==> src/rtl/askf_pkg.sv <==
package askf_pkg;

	// Field and register widths
	localparam int unsigned DATA_W    = 32;
	localparam int unsigned FRAC_BITS = 16;
	localparam int unsigned GAIN_BITS = 16;
	localparam int unsigned GAIN_W    = GAIN_BITS + 1;
	localparam int unsigned CFG_IDX_W = 3;

	// Divide-by-five unit: six times a 32-bit value, padded to whole 2-bit digits
	localparam int unsigned SCALE_W      = 36;
	localparam int unsigned SCALE_DIGITS = SCALE_W / 2;
	localparam int unsigned SCALE_CNT_W  = $clog2(SCALE_DIGITS + 1);

	// Register reset values
	localparam logic [DATA_W-1:0] RST_INIT_Q    = 32'd655;
	localparam logic [DATA_W-1:0] RST_INIT_R    = 32'd65536;
	localparam logic              RST_ADAPTIVE  = 1'b1;
	localparam logic [DATA_W-1:0] RST_THRESHOLD = 32'd655360;
	localparam logic [DATA_W-1:0] RST_Q_MIN     = 32'd66;
	localparam logic [DATA_W-1:0] RST_Q_MAX     = 32'd6554;
	localparam logic [DATA_W-1:0] RST_R_MIN     = 32'd32768;
	localparam logic [DATA_W-1:0] RST_R_MAX     = 32'd327680;

	localparam logic [DATA_W-1:0] COV_ONE  = DATA_W'(1) << FRAC_BITS;
	localparam logic [GAIN_W-1:0] GAIN_ONE = GAIN_W'(1) << GAIN_BITS;

	typedef enum logic [CFG_IDX_W-1:0] {
		CFG_INIT_Q    = 3'd0,
		CFG_INIT_R    = 3'd1,
		CFG_ADAPTIVE  = 3'd2,
		CFG_THRESHOLD = 3'd3,
		CFG_Q_MIN     = 3'd4,
		CFG_Q_MAX     = 3'd5,
		CFG_R_MIN     = 3'd6,
		CFG_R_MAX     = 3'd7
	} cfg_idx_t;

	localparam logic KIND_SAMPLE  = 1'b0;
	localparam logic KIND_RESTART = 1'b1;

	typedef struct packed {
		logic                     kind;
		logic signed [DATA_W-1:0] measurement;
	} sample_t;

	typedef struct packed {
		logic signed [DATA_W-1:0] estimate;
		logic [GAIN_W-1:0]        gain;
		logic                     large_innovation;
		logic                     estimate_saturated;
	} result_t;

	// Sequencing of the serial units
	typedef struct packed {
		logic load;
		logic step;
		logic last;
	} unit_ctl_t;

endpackage

==> src/rtl/askf_if.sv <==
interface askf_sample_if;
	import askf_pkg::*;
	logic    valid;
	logic    ready;
	sample_t data;
	modport source(output valid, output data, input ready);
	modport sink(input valid, input data, output ready);
endinterface

interface askf_result_if;
	import askf_pkg::*;
	logic    valid;
	logic    ready;
	result_t data;
	modport source(output valid, output data, input ready);
	modport sink(input valid, input data, output ready);
endinterface

==> src/rtl/adaptive_scalar_kalman_filter_core.sv <==
// Scalar Kalman filter for load-cell samples in Q16.16. A sample item passes from acceptance
// through prediction, the denominator, the bit-serial gain divider and then the two shift-add
// multipliers, which run together, to its result in the output register; the next item can be
// accepted in the cycle after that. A restart item skips the divider and the multipliers. The
// divider and the multipliers each need GAIN_BITS+1 steps. The divide-by-five units that retune
// Q and R run alongside them. Items are processed one at a time. A result waiting in the output
// register does not block the next item from being accepted, only its commit. Configuration
// writes take effect immediately and must only be issued while the filter is idle.
module adaptive_scalar_kalman_filter_core import askf_pkg::*; (
	input  logic                 clk,
	input  logic                 arst_n,
	input  logic                 cfg_we,
	input  logic [CFG_IDX_W-1:0] cfg_idx,
	input  logic [DATA_W-1:0]    cfg_wdata,
	askf_sample_if.sink          samples,
	askf_result_if.source        results
);

	localparam int unsigned CNT_W = $clog2(GAIN_BITS + 1);

	typedef enum logic [6:0] {
		ST_IDLE = 7'b0000001,
		ST_PRED = 7'b0000010,
		ST_DEN  = 7'b0000100,
		ST_DIV  = 7'b0001000,
		ST_MLD  = 7'b0010000,
		ST_MUL  = 7'b0100000,
		ST_FIN  = 7'b1000000
	} state_t;

	state_t state_q;

	// Configuration registers
	logic [DATA_W-1:0] init_q_q, init_r_q, thr_q, q_min_q, q_max_q, r_min_q, r_max_q;
	logic              adaptive_q;

	// Filter state
	logic signed [DATA_W-1:0] est_q;
	logic [DATA_W-1:0]        cov_q, q_noise_q, r_noise_q;

	// Per-item working registers
	logic                     kind_q;
	logic signed [DATA_W-1:0] meas_q;
	logic [DATA_W-1:0]        ppred_q;
	logic [DATA_W:0]          mag_q;
	logic                     neg_q;
	logic [DATA_W:0]          denom_q;
	logic                     large_q;
	logic [CNT_W-1:0]         cnt_q;

	logic    out_valid_q;
	result_t out_data_q;

	logic              out_free, cnt_last;
	logic [DATA_W:0]   ppred_sum, innov;
	logic [DATA_W-1:0] ppred;
	logic [GAIN_W-1:0] gain, gain_comp;
	logic [DATA_W+1:0] corr, est_ext, est_sum;
	logic [DATA_W:0]   cov_prod, q_scaled, r_scaled;
	logic              sat_hi, sat_lo;
	logic [DATA_W-1:0] est_new, q_new, r_new;
	unit_ctl_t         div_ctl, mul_ctl, scl_ctl;

	assign out_free = !out_valid_q || results.ready;
	assign cnt_last = (cnt_q == CNT_W'(GAIN_BITS));
	assign samples.ready = (state_q == ST_IDLE);

	// Prediction and innovation
	always_comb begin
		ppred_sum = {1'b0, cov_q} + {1'b0, q_noise_q};
		ppred     = ppred_sum[DATA_W] ? '1 : ppred_sum[DATA_W-1:0];
		innov     = {meas_q[DATA_W-1], meas_q} - {est_q[DATA_W-1], est_q};
	end

	// Sequence the serial units
	always_comb begin
		div_ctl.load = (state_q == ST_DEN);
		div_ctl.step = (state_q == ST_DIV);
		div_ctl.last = cnt_last;
		mul_ctl.load = (state_q == ST_MLD);
		mul_ctl.step = (state_q == ST_MUL);
		mul_ctl.last = cnt_last;
		scl_ctl.load = (state_q == ST_DIV) && (cnt_q == '0);
		scl_ctl.step = !scl_ctl.load &&
			((state_q == ST_DIV) || (state_q == ST_MLD) || (state_q == ST_MUL));
		scl_ctl.last = 1'b0;
	end

	askf_div u_div (
		.clk  (clk),
		.ctl  (div_ctl),
		.ppred(ppred_q),
		.denom(denom_q),
		.gain (gain)
	);

	assign gain_comp = GAIN_ONE - gain;

	askf_mul #(.A_W(DATA_W + 1), .B_W(GAIN_W)) u_mul_corr (
		.clk(clk),
		.ctl(mul_ctl),
		.a  (mag_q),
		.b  (gain),
		.p  (corr)
	);

	askf_mul #(.A_W(DATA_W), .B_W(GAIN_W)) u_mul_cov (
		.clk(clk),
		.ctl(mul_ctl),
		.a  (ppred_q),
		.b  (gain_comp),
		.p  (cov_prod)
	);

	askf_scale u_scale_q (
		.clk   (clk),
		.arst_n(arst_n),
		.ctl   (scl_ctl),
		.grow  (large_q),
		.value (q_noise_q),
		.result(q_scaled)
	);

	askf_scale u_scale_r (
		.clk   (clk),
		.arst_n(arst_n),
		.ctl   (scl_ctl),
		.grow  (!large_q),
		.value (r_noise_q),
		.result(r_scaled)
	);

	// Correct the estimate with saturation, clamp the retuned noise terms
	always_comb begin
		est_ext = {{2{est_q[DATA_W-1]}}, est_q};
		est_sum = neg_q ? est_ext - corr : est_ext + corr;
		sat_hi  = !est_sum[DATA_W+1] && (est_sum[DATA_W] || est_sum[DATA_W-1]);
		sat_lo  = est_sum[DATA_W+1] && !(est_sum[DATA_W] && est_sum[DATA_W-1]);
		if (sat_hi) begin
			est_new = {1'b0, {(DATA_W-1){1'b1}}};
		end else if (sat_lo) begin
			est_new = {1'b1, {(DATA_W-1){1'b0}}};
		end else begin
			est_new = est_sum[DATA_W-1:0];
		end
		if (large_q) begin
			q_new = (q_scaled > {1'b0, q_max_q}) ? q_max_q : q_scaled[DATA_W-1:0];
			r_new = (r_scaled[DATA_W-1:0] < r_min_q) ? r_min_q : r_scaled[DATA_W-1:0];
		end else begin
			q_new = (q_scaled[DATA_W-1:0] < q_min_q) ? q_min_q : q_scaled[DATA_W-1:0];
			r_new = (r_scaled > {1'b0, r_max_q}) ? r_max_q : r_scaled[DATA_W-1:0];
		end
	end

	// Configuration writes
	always_ff @(posedge clk or negedge arst_n) begin
		if (!arst_n) begin
			init_q_q   <= RST_INIT_Q;
			init_r_q   <= RST_INIT_R;
			adaptive_q <= RST_ADAPTIVE;
			thr_q      <= RST_THRESHOLD;
			q_min_q    <= RST_Q_MIN;
			q_max_q    <= RST_Q_MAX;
			r_min_q    <= RST_R_MIN;
			r_max_q    <= RST_R_MAX;
		end else if (cfg_we) begin
			case (cfg_idx_t'(cfg_idx))
				CFG_INIT_Q:    init_q_q   <= cfg_wdata;
				CFG_INIT_R:    init_r_q   <= cfg_wdata;
				CFG_ADAPTIVE:  adaptive_q <= cfg_wdata[0];
				CFG_THRESHOLD: thr_q      <= cfg_wdata;
				CFG_Q_MIN:     q_min_q    <= cfg_wdata;
				CFG_Q_MAX:     q_max_q    <= cfg_wdata;
				CFG_R_MIN:     r_min_q    <= cfg_wdata;
				CFG_R_MAX:     r_max_q    <= cfg_wdata;
				default: ;
			endcase
		end
	end

	// Present a finished item, drop it once taken
	always_ff @(posedge clk or negedge arst_n) begin
		if (!arst_n) begin
			out_valid_q <= 1'b0;
		end else if ((state_q == ST_FIN) && out_free) begin
			out_valid_q <= 1'b1;
		end else if (results.ready) begin
			out_valid_q <= 1'b0;
		end
	end

	// Control sequence and filter state
	always_ff @(posedge clk or negedge arst_n) begin
		if (!arst_n) begin
			state_q     <= ST_IDLE;
			cnt_q       <= '0;
			est_q       <= '0;
			cov_q       <= COV_ONE;
			q_noise_q   <= RST_INIT_Q;
			r_noise_q   <= RST_INIT_R;
		end else begin
			case (state_q)
				ST_IDLE: begin
					if (samples.valid) begin
						state_q <= ST_PRED;
					end
				end
				ST_PRED: begin
					state_q <= (kind_q == KIND_RESTART) ? ST_FIN : ST_DEN;
				end
				ST_DEN: begin
					cnt_q   <= '0;
					state_q <= ST_DIV;
				end
				ST_DIV: begin
					cnt_q <= cnt_q + 1'b1;
					if (cnt_last) begin
						state_q <= ST_MLD;
					end
				end
				ST_MLD: begin
					cnt_q   <= '0;
					state_q <= ST_MUL;
				end
				ST_MUL: begin
					cnt_q <= cnt_q + 1'b1;
					if (cnt_last) begin
						state_q <= ST_FIN;
					end
				end
				ST_FIN: begin
					if (out_free) begin
						state_q <= ST_IDLE;
						if (kind_q == KIND_RESTART) begin
							est_q     <= '0;
							cov_q     <= COV_ONE;
							q_noise_q <= init_q_q;
							r_noise_q <= init_r_q;
						end else begin
							est_q <= est_new;
							cov_q <= cov_prod[DATA_W-1:0];
							if (adaptive_q) begin
								q_noise_q <= q_new;
								r_noise_q <= r_new;
							end
						end
					end
				end
				default: state_q <= ST_IDLE;
			endcase
		end
	end

	// Item payload and working values
	always_ff @(posedge clk) begin
		if (samples.valid && samples.ready) begin
			kind_q <= samples.data.kind;
			meas_q <= samples.data.measurement;
		end
		if (state_q == ST_PRED) begin
			ppred_q <= ppred;
			neg_q   <= innov[DATA_W];
			mag_q   <= innov[DATA_W] ? -innov : innov;
		end
		if (state_q == ST_DEN) begin
			denom_q <= {1'b0, ppred_q} + {1'b0, r_noise_q};
			large_q <= mag_q > {1'b0, thr_q};
		end
		if ((state_q == ST_FIN) && out_free) begin
			if (kind_q == KIND_RESTART) begin
				out_data_q <= '0;
			end else begin
				out_data_q.estimate           <= est_new;
				out_data_q.gain               <= gain;
				out_data_q.large_innovation   <= large_q;
				out_data_q.estimate_saturated <= sat_hi || sat_lo;
			end
		end
	end

	assign results.valid = out_valid_q;
	assign results.data  = out_data_q;

`ifndef NO_ASSERTIONS
	a_one_at_a_time: assert property (@(posedge clk) disable iff (!arst_n)
		samples.valid && samples.ready |=> !samples.ready)
		else $error("item accepted while another is in flight");

	a_result_loaded: assert property (@(posedge clk) disable iff (!arst_n)
		(state_q == ST_FIN) && out_free |=> results.valid)
		else $error("finished item not presented");

	a_gain_range: assert property (@(posedge clk) disable iff (!arst_n)
		results.valid |-> results.data.gain <= GAIN_ONE)
		else $error("gain above one");

	a_restart_result: assert property (@(posedge clk) disable iff (!arst_n)
		(state_q == ST_FIN) && out_free && (kind_q == KIND_RESTART)
		|=> (results.data.estimate == '0) && (results.data.gain == '0))
		else $error("restart result not cleared");
`endif

endmodule

==> src/rtl/askf_div.sv <==
module askf_div import askf_pkg::*; (
	input  logic              clk,
	input  unit_ctl_t         ctl,
	input  logic [DATA_W-1:0] ppred,
	input  logic [DATA_W:0]   denom,
	output logic [GAIN_W-1:0] gain
);

	logic [DATA_W+1:0] rem_q;
	logic [GAIN_W-1:0] quo_q;
	logic              take;
	logic [DATA_W+1:0] rem_left;

	// Restoring division, one quotient bit per step; a zero divisor yields zero
	always_comb begin
		take     = (denom != '0) && (rem_q >= {1'b0, denom});
		rem_left = take ? rem_q - {1'b0, denom} : rem_q;
	end

	always_ff @(posedge clk) begin
		if (ctl.load) begin
			rem_q <= {2'b00, ppred};
			quo_q <= '0;
		end else if (ctl.step) begin
			rem_q <= {rem_left[DATA_W:0], 1'b0};
			quo_q <= {quo_q[GAIN_W-2:0], take};
		end
	end

	assign gain = quo_q;

endmodule

==> src/rtl/askf_mul.sv <==
module askf_mul import askf_pkg::*; #(
	parameter int unsigned A_W = 32,
	parameter int unsigned B_W = 17
) (
	input  logic           clk,
	input  unit_ctl_t      ctl,
	input  logic [A_W-1:0] a,
	input  logic [B_W-1:0] b,
	output logic [A_W:0]   p
);

	logic [A_W:0]   acc_q;
	logic [B_W-1:0] b_q;
	logic [A_W:0]   sum;

	// Shift-add from the low multiplier bit; the partial sum stays below 2*a
	assign sum = acc_q + (b_q[0] ? {1'b0, a} : '0);

	always_ff @(posedge clk) begin
		if (ctl.load) begin
			acc_q <= '0;
			b_q   <= b;
		end else if (ctl.step) begin
			acc_q <= ctl.last ? sum : (sum >> 1);
			b_q   <= b_q >> 1;
		end
	end

	// Product shifted right by B_W-1, truncated
	assign p = acc_q;

endmodule

==> src/rtl/askf_scale.sv <==
module askf_scale import askf_pkg::*; (
	input  logic              clk,
	input  logic              arst_n,
	input  unit_ctl_t         ctl,
	input  logic              grow,
	input  logic [DATA_W-1:0] value,
	output logic [DATA_W:0]   result
);

	logic [SCALE_W-1:0]     num_q;
	logic [SCALE_W-1:0]     quo_q;
	logic [2:0]             rem_q;
	logic [SCALE_CNT_W-1:0] cnt_q;
	logic [4:0]             part;
	logic [1:0]             digit;
	logic [2:0]             rem_next;
	logic                   busy;

	// Long division by five, two numerator bits per step
	always_comb begin
		part = {rem_q, num_q[SCALE_W-1 -: 2]};
		if (part >= 5'd15) begin
			digit = 2'd3;
		end else if (part >= 5'd10) begin
			digit = 2'd2;
		end else if (part >= 5'd5) begin
			digit = 2'd1;
		end else begin
			digit = 2'd0;
		end
		rem_next = 3'(part - 5'(digit) * 5'd5);
	end

	assign busy = ctl.step && (cnt_q != '0);

	// Count digits still to go
	always_ff @(posedge clk or negedge arst_n) begin
		if (!arst_n) begin
			cnt_q <= '0;
		end else if (ctl.load) begin
			cnt_q <= SCALE_CNT_W'(SCALE_DIGITS);
		end else if (busy) begin
			cnt_q <= cnt_q - 1'b1;
		end
	end

	// Load six or four times the value, then shift digits through
	always_ff @(posedge clk) begin
		if (ctl.load) begin
			num_q <= grow ? SCALE_W'({value, 2'b00}) + SCALE_W'({value, 1'b0})
			              : SCALE_W'({value, 2'b00});
			quo_q <= '0;
			rem_q <= '0;
		end else if (busy) begin
			num_q <= {num_q[SCALE_W-3:0], 2'b00};
			quo_q <= {quo_q[SCALE_W-3:0], digit};
			rem_q <= rem_next;
		end
	end

	assign result = quo_q[DATA_W:0];

endmodule

==> src/flat_wrapper.sv <==
// flat-port wrapper written by rule: the top's interface ports become plain ports
module adaptive_scalar_kalman_filter_core_flat import askf_pkg::*;
  (clk, arst_n, cfg_we, cfg_idx, cfg_wdata, samples_valid, samples_data, samples_ready, results_valid, results_data, results_ready);
  askf_sample_if samples_i ();
  askf_result_if results_i ();
  input  logic clk;
  input  logic arst_n;
  input  logic cfg_we;
  input  logic [CFG_IDX_W-1:0] cfg_idx;
  input  logic [DATA_W-1:0] cfg_wdata;
  input wire logic [$bits(samples_i.valid)-1:0] samples_valid;
  input wire logic [$bits(samples_i.data)-1:0] samples_data;
  output wire logic [$bits(samples_i.ready)-1:0] samples_ready;
  output wire logic [$bits(results_i.valid)-1:0] results_valid;
  output wire logic [$bits(results_i.data)-1:0] results_data;
  input wire logic [$bits(results_i.ready)-1:0] results_ready;
  assign samples_i.valid = samples_valid;
  assign samples_i.data = samples_data;
  assign samples_ready = samples_i.ready;
  assign results_valid = results_i.valid;
  assign results_data = results_i.data;
  assign results_i.ready = results_ready;
  adaptive_scalar_kalman_filter_core u_core (.clk(clk), .arst_n(arst_n), .cfg_we(cfg_we), .cfg_idx(cfg_idx), .cfg_wdata(cfg_wdata), .samples(samples_i), .results(results_i));
endmodule
==> config.mk <==
export PLATFORM = sky130hd
export DESIGN_NAME = adaptive_scalar_kalman_filter_core_flat
export DESIGN_NICKNAME = d
export VERILOG_FILES = /design/src/rtl/askf_pkg.sv /design/src/rtl/askf_if.sv /design/src/rtl/adaptive_scalar_kalman_filter_core.sv /design/src/rtl/askf_div.sv /design/src/rtl/askf_mul.sv /design/src/rtl/askf_scale.sv /design/src/flat_wrapper.sv
export SDC_FILE = /design/constraint.sdc
export NUM_CORES = 2
export LEC_CHECK = 0
export BUFFER_PORTS_ARGS = -buffer_cell sky130_fd_sc_hd__buf_2
export CORE_MARGIN = 5
export CORE_UTILIZATION = 33
export CTS_CLUSTER_SIZE = 12
export DETAILED_ROUTE_END_ITERATION = 12
export GPL_TIMING_DRIVEN = 1
export PLACE_DENSITY = 0.46
export SLEW_MARGIN = 5
export SYNTH_ARGS = -nofsm -noshare
export SYNTH_HDL_FRONTEND = slang
export SYNTH_SLANG_ARGS = --single-unit
export TNS_END_PERCENT = 20
==> constraint.sdc <==
create_clock -name clk -period 14.06 [get_ports clk]
set_input_delay 2.812 -clock clk [delete_from_list [all_inputs] [get_ports clk]]
set_output_delay 2.812 -clock clk [all_outputs]
set_load 0.05 [all_outputs]
* After elaboration in Yosys (flattened, before gate mapping) *
Cells that the tools add are included.
W data, S select, Z words.

storage, ports and cells
  output and inout port bits = 53
  input port bits = 73
  bits in registers = 856

cells by class
  magnitude comparators = 12
  eq/ne operators = 19
  $mul = 2
  $add $sub $neg = 17
  reduce and logical (&&, ||, !) cells = 44
  mux-type cells = 52

operators with widths
  operator                  count
  $mux W32                  18
  $mux W36                  4
  $gt A33 B32 Y1            3
  $mux W33                  3
  $add A34 B33 Y35          2
  $mux W35                  2
  $add A34 B34 Y34          2
  $mux W17                  4
  $mux W34                  2
  $add A32 B32 Y33          2
  $lt A32 B32 Y1            2
  $pmux W7 S7               1
  $mux W7                   5
  $ge A34 B33 Y1            1
  $sub A34 B34 Y34          1
  $add A33 B33 Y33          1
  $neg A33 Y33              1
  $reduce_bool A33 Y1       1
  $sub A32 B32 Y33          1
  $sub A33 B33 Y33          1
  $ge A5 B4 Y1 const B      4
  $mux W5                   4
  $reduce_and A2 Y1         9
  $sub A17 B17 Y17 const A  1
  31 further kinds          71

* Longest topological paths before layout *
  word-level depth = 8
  gate-level depth with buffers = 22
  mapped depth without buffers = 19

* Hierarchy *
A second synthesis with hierarchy kept.

unflattened totals
  cell total of the unflattened synthesis = 6123
  area total of the unflattened synthesis = 57441.3 um^2

modules (own cells, without submodules)
  module                              times used  area each (um^2)  sequential area each (um^2)  cells an instance
  adaptive_scalar_kalman_filter_core  1           34423.0           14722.9                      3448
  askf_scale at u_core.u_scale_r      1           5118.7            1896.8                       596
  askf_scale at u_core.u_scale_q      1           5113.7            1896.8                       591
  askf_mul at u_core.u_mul_corr       1           4458.0            1191.1                       511
  askf_div                            1           4166.5            1341.3                       482
  askf_mul at u_core.u_mul_cov        1           4161.5            1171.1                       495

* Least setup slack after synthesis *
No wires, ideal clock.

  path kind = reg-to-reg
  start point = reg u_core.state_q[3]
  end point = reg u_core.state_q[6]
  setup slack = 7485 ps
  arrival = 6470 ps
  stages on the path, launching flop included = 6
  library setup time = 105 ps
  clock period less this slack = 6575 ps
  required time = 13955 ps
  path through = dfrtp_1 -> nor4_1 -> nand2b_1 -> nor3b_1 -> a21oi_1 -> o22ai_1

on the way
  word-level cells in the longest chain between the ends = 3
  elaborated cells on any way between the ends = 13
  those cells by class = eq/ne: 11; mux: 1; reduce/logical: 1

RTL lines
  item                                                                  RTL line                                   source
  start, declared                                                       adaptive_scalar_kalman_filter_core.sv:31   state_t state_q;
  start signal, assigned                                                adaptive_scalar_kalman_filter_core.sv:209  state_q <= (kind_q == KIND_RESTART) ? ST_FIN : ST_DEN;
  $eq A7 B4 Y1, or another cell as far along                            adaptive_scalar_kalman_filter_core.sv:202  case (state_q)
  $ne A2 B1 Y1 (no source line) / $ne A2 B2 Y1 (equally long branches)  -
  $reduce_and A4 Y1 (no source line)                                    -

Several ways; a longest one is shown, not always the timed one.
A chain may end at the register's enable or synchronous reset.

* Final worst setup path *
  start point = reg u_core.u_mul_corr.acc_q[10] (netlist: u_core.u_mul_corr.p[10])
  end point = reg u_core.out_data_q (netlist bit u_core.results.data[26]), data pin

on the way
  word-level cells in the longest chain between the ends = 7
  elaborated cells on any way between the ends = 11
  those cells by class = add/sub: 2; mux: 3; reduce/logical: 6

RTL lines
  item                                                         RTL line                                   source
  start, declared                                              askf_mul.sv:12                             logic [A_W:0] acc_q;
  start signal, assigned                                       askf_mul.sv:24                             acc_q <= ctl.last ? sum : (sum >> 1);
  $add A34 B34 Y34 / $sub A34 B34 Y34 (equally long branches)  adaptive_scalar_kalman_filter_core.sv:136  est_sum = neg_q ? est_ext - corr : est_ext + corr;
  $mux W34 *                                                   adaptive_scalar_kalman_filter_core.sv:136
  $logic_and A1 B1 Y1                                          adaptive_scalar_kalman_filter_core.sv:138  sat_lo = est_sum[DATA_W+1] && !(est_sum[DATA_W] && est_sum[DATA_W-1]);
  $logic_not A1 Y1                                             adaptive_scalar_kalman_filter_core.sv:138
  $logic_and A1 B1 Y1                                          adaptive_scalar_kalman_filter_core.sv:138
  $mux W32                                                     adaptive_scalar_kalman_filter_core.sv:141  end else if (sat_lo) begin
  $mux W32 *                                                   adaptive_scalar_kalman_filter_core.sv:139  if (sat_hi) begin
  end, declared                                                adaptive_scalar_kalman_filter_core.sv:52   result_t out_data_q;

Mark *: on every way between the ends. The rest lies on a longest branch, timed or not.

==> flow_metrics.py <==
metrics = {
    "critical_path": {
        "critical-path-max-stage-delay_ps": 800,
        "worstReg2RegEnd": "u_core.results.data[26]",
        "arrival_ps": 6610,
        "setup.worst_path.end_class": "register",
        "cpMaxStageDelayCell": "sky130_fd_sc_hd__nand2_1",
        "worstSetupStartpointType": "register",
        "critical_path_buf_inv_count": 0,
        "setup.reg_to_reg.worst_slack_ps": 7870,
        "worstSetupStartpoint": "u_core.u_mul_corr.p[10]",
        "timing.critical_path.max_delay_family": "simple AND/OR/NAND/NOR gates",
        "reg2reg_from": "u_core.u_mul_corr.p[10]",
        "worstSetupPathType": "register to register",
        "reg2regPathDepth": 19,
        "data_required_time_of_the_worst_path_ps": 14480,
        "cp_common_cell": "sky130_fd_sc_hd__a21o_1",
        "timing.critical_path.cells": "or4_4, or4_1, or3_4, nor2b_2, nor3b_4, a31oi_1, xnor2_1, ha_1, a21o_1, a21o_1, a2111oi_0, o41ai_1, a21o_1, a31o_2, xnor2_1, o21ai_0, and2_4, nand2_1, nand2_1",
        "critical_path_peak_fanout": 29,
    },
    "routing": {
        "route.vias.total": 44000,
        "wl_um": 178000,
        "vias_per_cell": 5.37,
        "drtPass1Iterations": 6,
        "drcViolationCount": 0,
        "post_drt_wl_per_cell_um": 21.8,
        "drtAntennaViolNets": 0,
        "initialDrtViolationCount": 3105,
    },
    "hold_path": {
        "min_to": "u_core.u_scale_q.quo_q[32]",
        "worstHoldStart": "u_core.u_scale_q.quo_q[32]",
        "worstHoldPathCells": 2,
        "hold_class": "register to register",
    },
    "sta": {
        "timing_hold_violations_final": 0,
        "max_freq_ghz": 0.162,
        "finalSetupTns_ps": 0,
        "finalSetupViolCount": 0,
        "timing.max_slew.rel_slack": 0.220,
        "period_needed_ps": 6190,
        "maxSlewViolCount": 0,
        "grt_setup_unrepaired": "false",
        "skew_ps": 28.3,
        "fin_hold_ws_ps": 469,
        "final.period_utilization": 0.440,
        "worst_slew_pin_slew_ps": 1170,
        "finalWorstSetupSlack_ps": 7870,
    },
    "synth": {
        "ys_types": 98,
        "synth_top_flop_cell": "sky130_fd_sc_hd__dfrtp_1",
        "synthesized_area_fraction_occupied_by_ao_oa_aoi_and_oai_cells": 0.188,
        "yosys.area_share.simple": 0.153,
        "muxShareOfSynthArea": 0.0520,
        "synth.ff_latch_count": 854,
        "synth_edf_count": 320,
        "post_synth_inst_count": 5889,
        "synth_nets": 6433,
        "synth-warning-count": 0,
        "syn_avg_cell_area_um2": 9.33,
        "combinational_family_with_the_most_area_after_synthesis": "compound AO/OA/AOI/OAI gates",
        "postSynth.asyncResetShare": 0.440,
        "synth.yosys.seq_area_share": 0.404,
        "yosys.area_share.adder": 0.109,
        "cell_area_synth_um2": 55000,
        "synth-xor-area-share": 0.0505,
    },
    "clock_tree": {
        "cts_buffers": 103,
        "cts_hold_repair.buffers": 0,
        "cts.root.buffer_cell": "sky130_fd_sc_hd__clkbuf_16",
        "cts.path.max_buffers": 3,
        "h_tree_level_count": 3,
        "cts_post_setup_buffers_inserted": 0,
        "cts_repair_resize_count": 0,
        "worst_skew_pair.late_latency_ps": 730,
        "tritoncts": "done",
        "path_clk_slew_ps": 70,
        "clkSinkCount": 854,
    },
    "global_route": {
        "globalRoute.totalOverflow": 0,
        "globalRouteTotalUtil": 0.199,
        "largest_net_degree_at_the_start_of_global_routing": 100,
        "grt_pass1_vias": 43200,
        "grt_first_pass_wirelength_um": 269000,
        "antenna_found_initial": 10,
    },
    "place": {
        "port-buffer-count": 125,
        "post-place-cells": 7994,
        "place_worst_setup_slack_ps": 7560,
        "gp_congestion": 0.855,
        "dp_hpwl_um": 130000,
        "post_dp_cell_area_um2": 57900,
    },
    "finish": {
        "area_growth_syn_to_layout_pct": 11.5,
        "finish.utilization": 0.371,
        "layout.area.seq_um2": 22200,
        "layout_cells_sized_above_1": 0.115,
        "fillers": 16800,
        "finalNonFillerCells": 8192,
        "final_net_count": 6454,
        "finalInstanceArea_um2": 61300,
        "multi_input_area_um2": 30500,
        "most_common_cell_after_layout_fill_and_taps_aside": "sky130_fd_sc_hd__nand2_1",
        "most_frequent_cells_in_the_layout": "721 x sky130_fd_sc_hd__nand2_1, 460 x sky130_fd_sc_hd__ha_1, 453 x sky130_fd_sc_hd__o21ai_0, 379 x sky130_fd_sc_hd__a21oi_1, 355 x sky130_fd_sc_hd__inv_1",
    },
    "floorplanning": {
        "placeableCoreArea_um2": 165000,
        "die_height_um": 418,
        "dieWidth_um": 418,
        "placement_rows": 149,
        "starting_density_of_the_core": 0.332,
        "design.portCount": 126,
        "design.die.area_um2": 175000,
    },
    "power_and_ir_drop": {
        "leakage_nw": 27.4,
        "vdd_drop_max_uv": 108,
        "power.density_nw_per_um2": 176,
        "design_power_total_mw": 10.8,
    },
    "run": {
        "timing.max_cap.violations": 0,
    },
    "run_status": {
        "outcome": "completed",
    },
}
## per-layer routing
metal | vias to the layer above | GRT usage | routed length (um) | share of wire
met5 | - | 0 | 82 | 0.00046
met4 | 12 | 0.0534 | 4210 | 0.024
met3 | 219 | 0.0311 | 8440 | 0.047
met2 | 862 | 0.318 | 80300 | 0.45
met1 | 21600 | 0.280 | 85400 | 0.48
li1 | 21300 | - | - | -
## Yosys cell counts (158+ instances only)
| master | n | area share |
|---|---|---|
| sky130_fd_sc_hd__mux2_2 | 197 | 0.040 |
| sky130_fd_sc_hd__a21oi_1 | 380 | 0.035 |
| sky130_fd_sc_hd__dfxtp_1 | 158 | 0.058 |
| sky130_fd_sc_hd__clkbuf_1 | 233 | 0.016 |
| sky130_fd_sc_hd__ha_1 | 460 | 0.10 |
| sky130_fd_sc_hd__edfxtp_1 | 320 | 0.17 |
| sky130_fd_sc_hd__inv_1 | 357 | 0.024 |
| sky130_fd_sc_hd__dfrtp_1 | 345 | 0.16 |
| sky130_fd_sc_hd__xnor2_1 | 207 | 0.033 |
| sky130_fd_sc_hd__a21o_1 | 206 | 0.028 |
| sky130_fd_sc_hd__nand2_1 | 721 | 0.049 |
| sky130_fd_sc_hd__nor2_1 | 317 | 0.022 |
| sky130_fd_sc_hd__o21ai_0 | 454 | 0.041 |
## logic make-up after synthesis
group,Yosys count
xor gates and xnor gates,314
adders and majority gates,471
DFF,854
muxes,261
and+or+nand+nor,1771
AOI/OAI and AO/OA,1591
buffers and inverters,627
## worst register-to-register path: stages (launching register included)
cell                        delay, ps
sky130_fd_sc_hd__dfxtp_1          400
sky130_fd_sc_hd__or4_4            580
sky130_fd_sc_hd__or4_1            440
sky130_fd_sc_hd__or3_4            370
sky130_fd_sc_hd__nor2b_2          140
sky130_fd_sc_hd__nor3b_4          340
sky130_fd_sc_hd__a31oi_1          150
sky130_fd_sc_hd__xnor2_1          180
sky130_fd_sc_hd__ha_1             380
sky130_fd_sc_hd__a21o_1           210
sky130_fd_sc_hd__a21o_1           190
sky130_fd_sc_hd__a2111oi_0        500
sky130_fd_sc_hd__o41ai_1          150
sky130_fd_sc_hd__a21o_1           160
sky130_fd_sc_hd__a31o_2           210
sky130_fd_sc_hd__xnor2_1          160
sky130_fd_sc_hd__o21ai_0          170
sky130_fd_sc_hd__and2_4           210
sky130_fd_sc_hd__nand2_1          800
sky130_fd_sc_hd__nand2_1          150
## state kept, by name, summed over array words and instances, names as in the netlist, 33 cells and up
name                    cells
u_core.u_scale_r.num_q     35
u_core.results.data        51
u_core.u_mul_corr.p        34
u_core.u_div.rem_q         34
u_core.u_scale_r.quo_q     33
u_core.u_scale_q.num_q     35
u_core.mag_q               33
u_core.u_mul_cov.p         33
u_core.denom_q             33
u_core.u_scale_q.quo_q     33
## power by group
| part | internal, mW | switching, mW |
|---|---|---|
| clock network | 1.59 | 1.13 |
| registers | 3.19 | 0.509 |
| logic | 1.74 | 2.65 |
## worst max-delay path by stage
stage / endpoint / slack [ps] / cells past startpoint
after floorplan: u_core.state_q[6] / 7480 / 5
after global placement: u_core.r_noise_q[9] / 7670 / 10
after detailed placement: u_core.r_noise_q[7] / 7560 / 10
after CTS: u_core.results.data[45] / 7800 / 19
after global routing: u_core.results.data[45] / 7350 / 19
final: u_core.results.data[26] / 7870 / 19
## layout make-up
| class | count | share of cell area |
|---|---|---|
| antenna | 4 | 0.000163 |
| clock buffer | 151 | 0.0495 |
| clock inverter | 43 | 0.00617 |
| inverter | 360 | 0.0221 |
| multi-input combinational | 4408 | 0.497 |
| sequential | 854 | 0.363 |
| tap | 2189 | 0.0447 |
| timing repair buffer | 183 | 0.0175 |
Power figures use the tool's default switching activity.
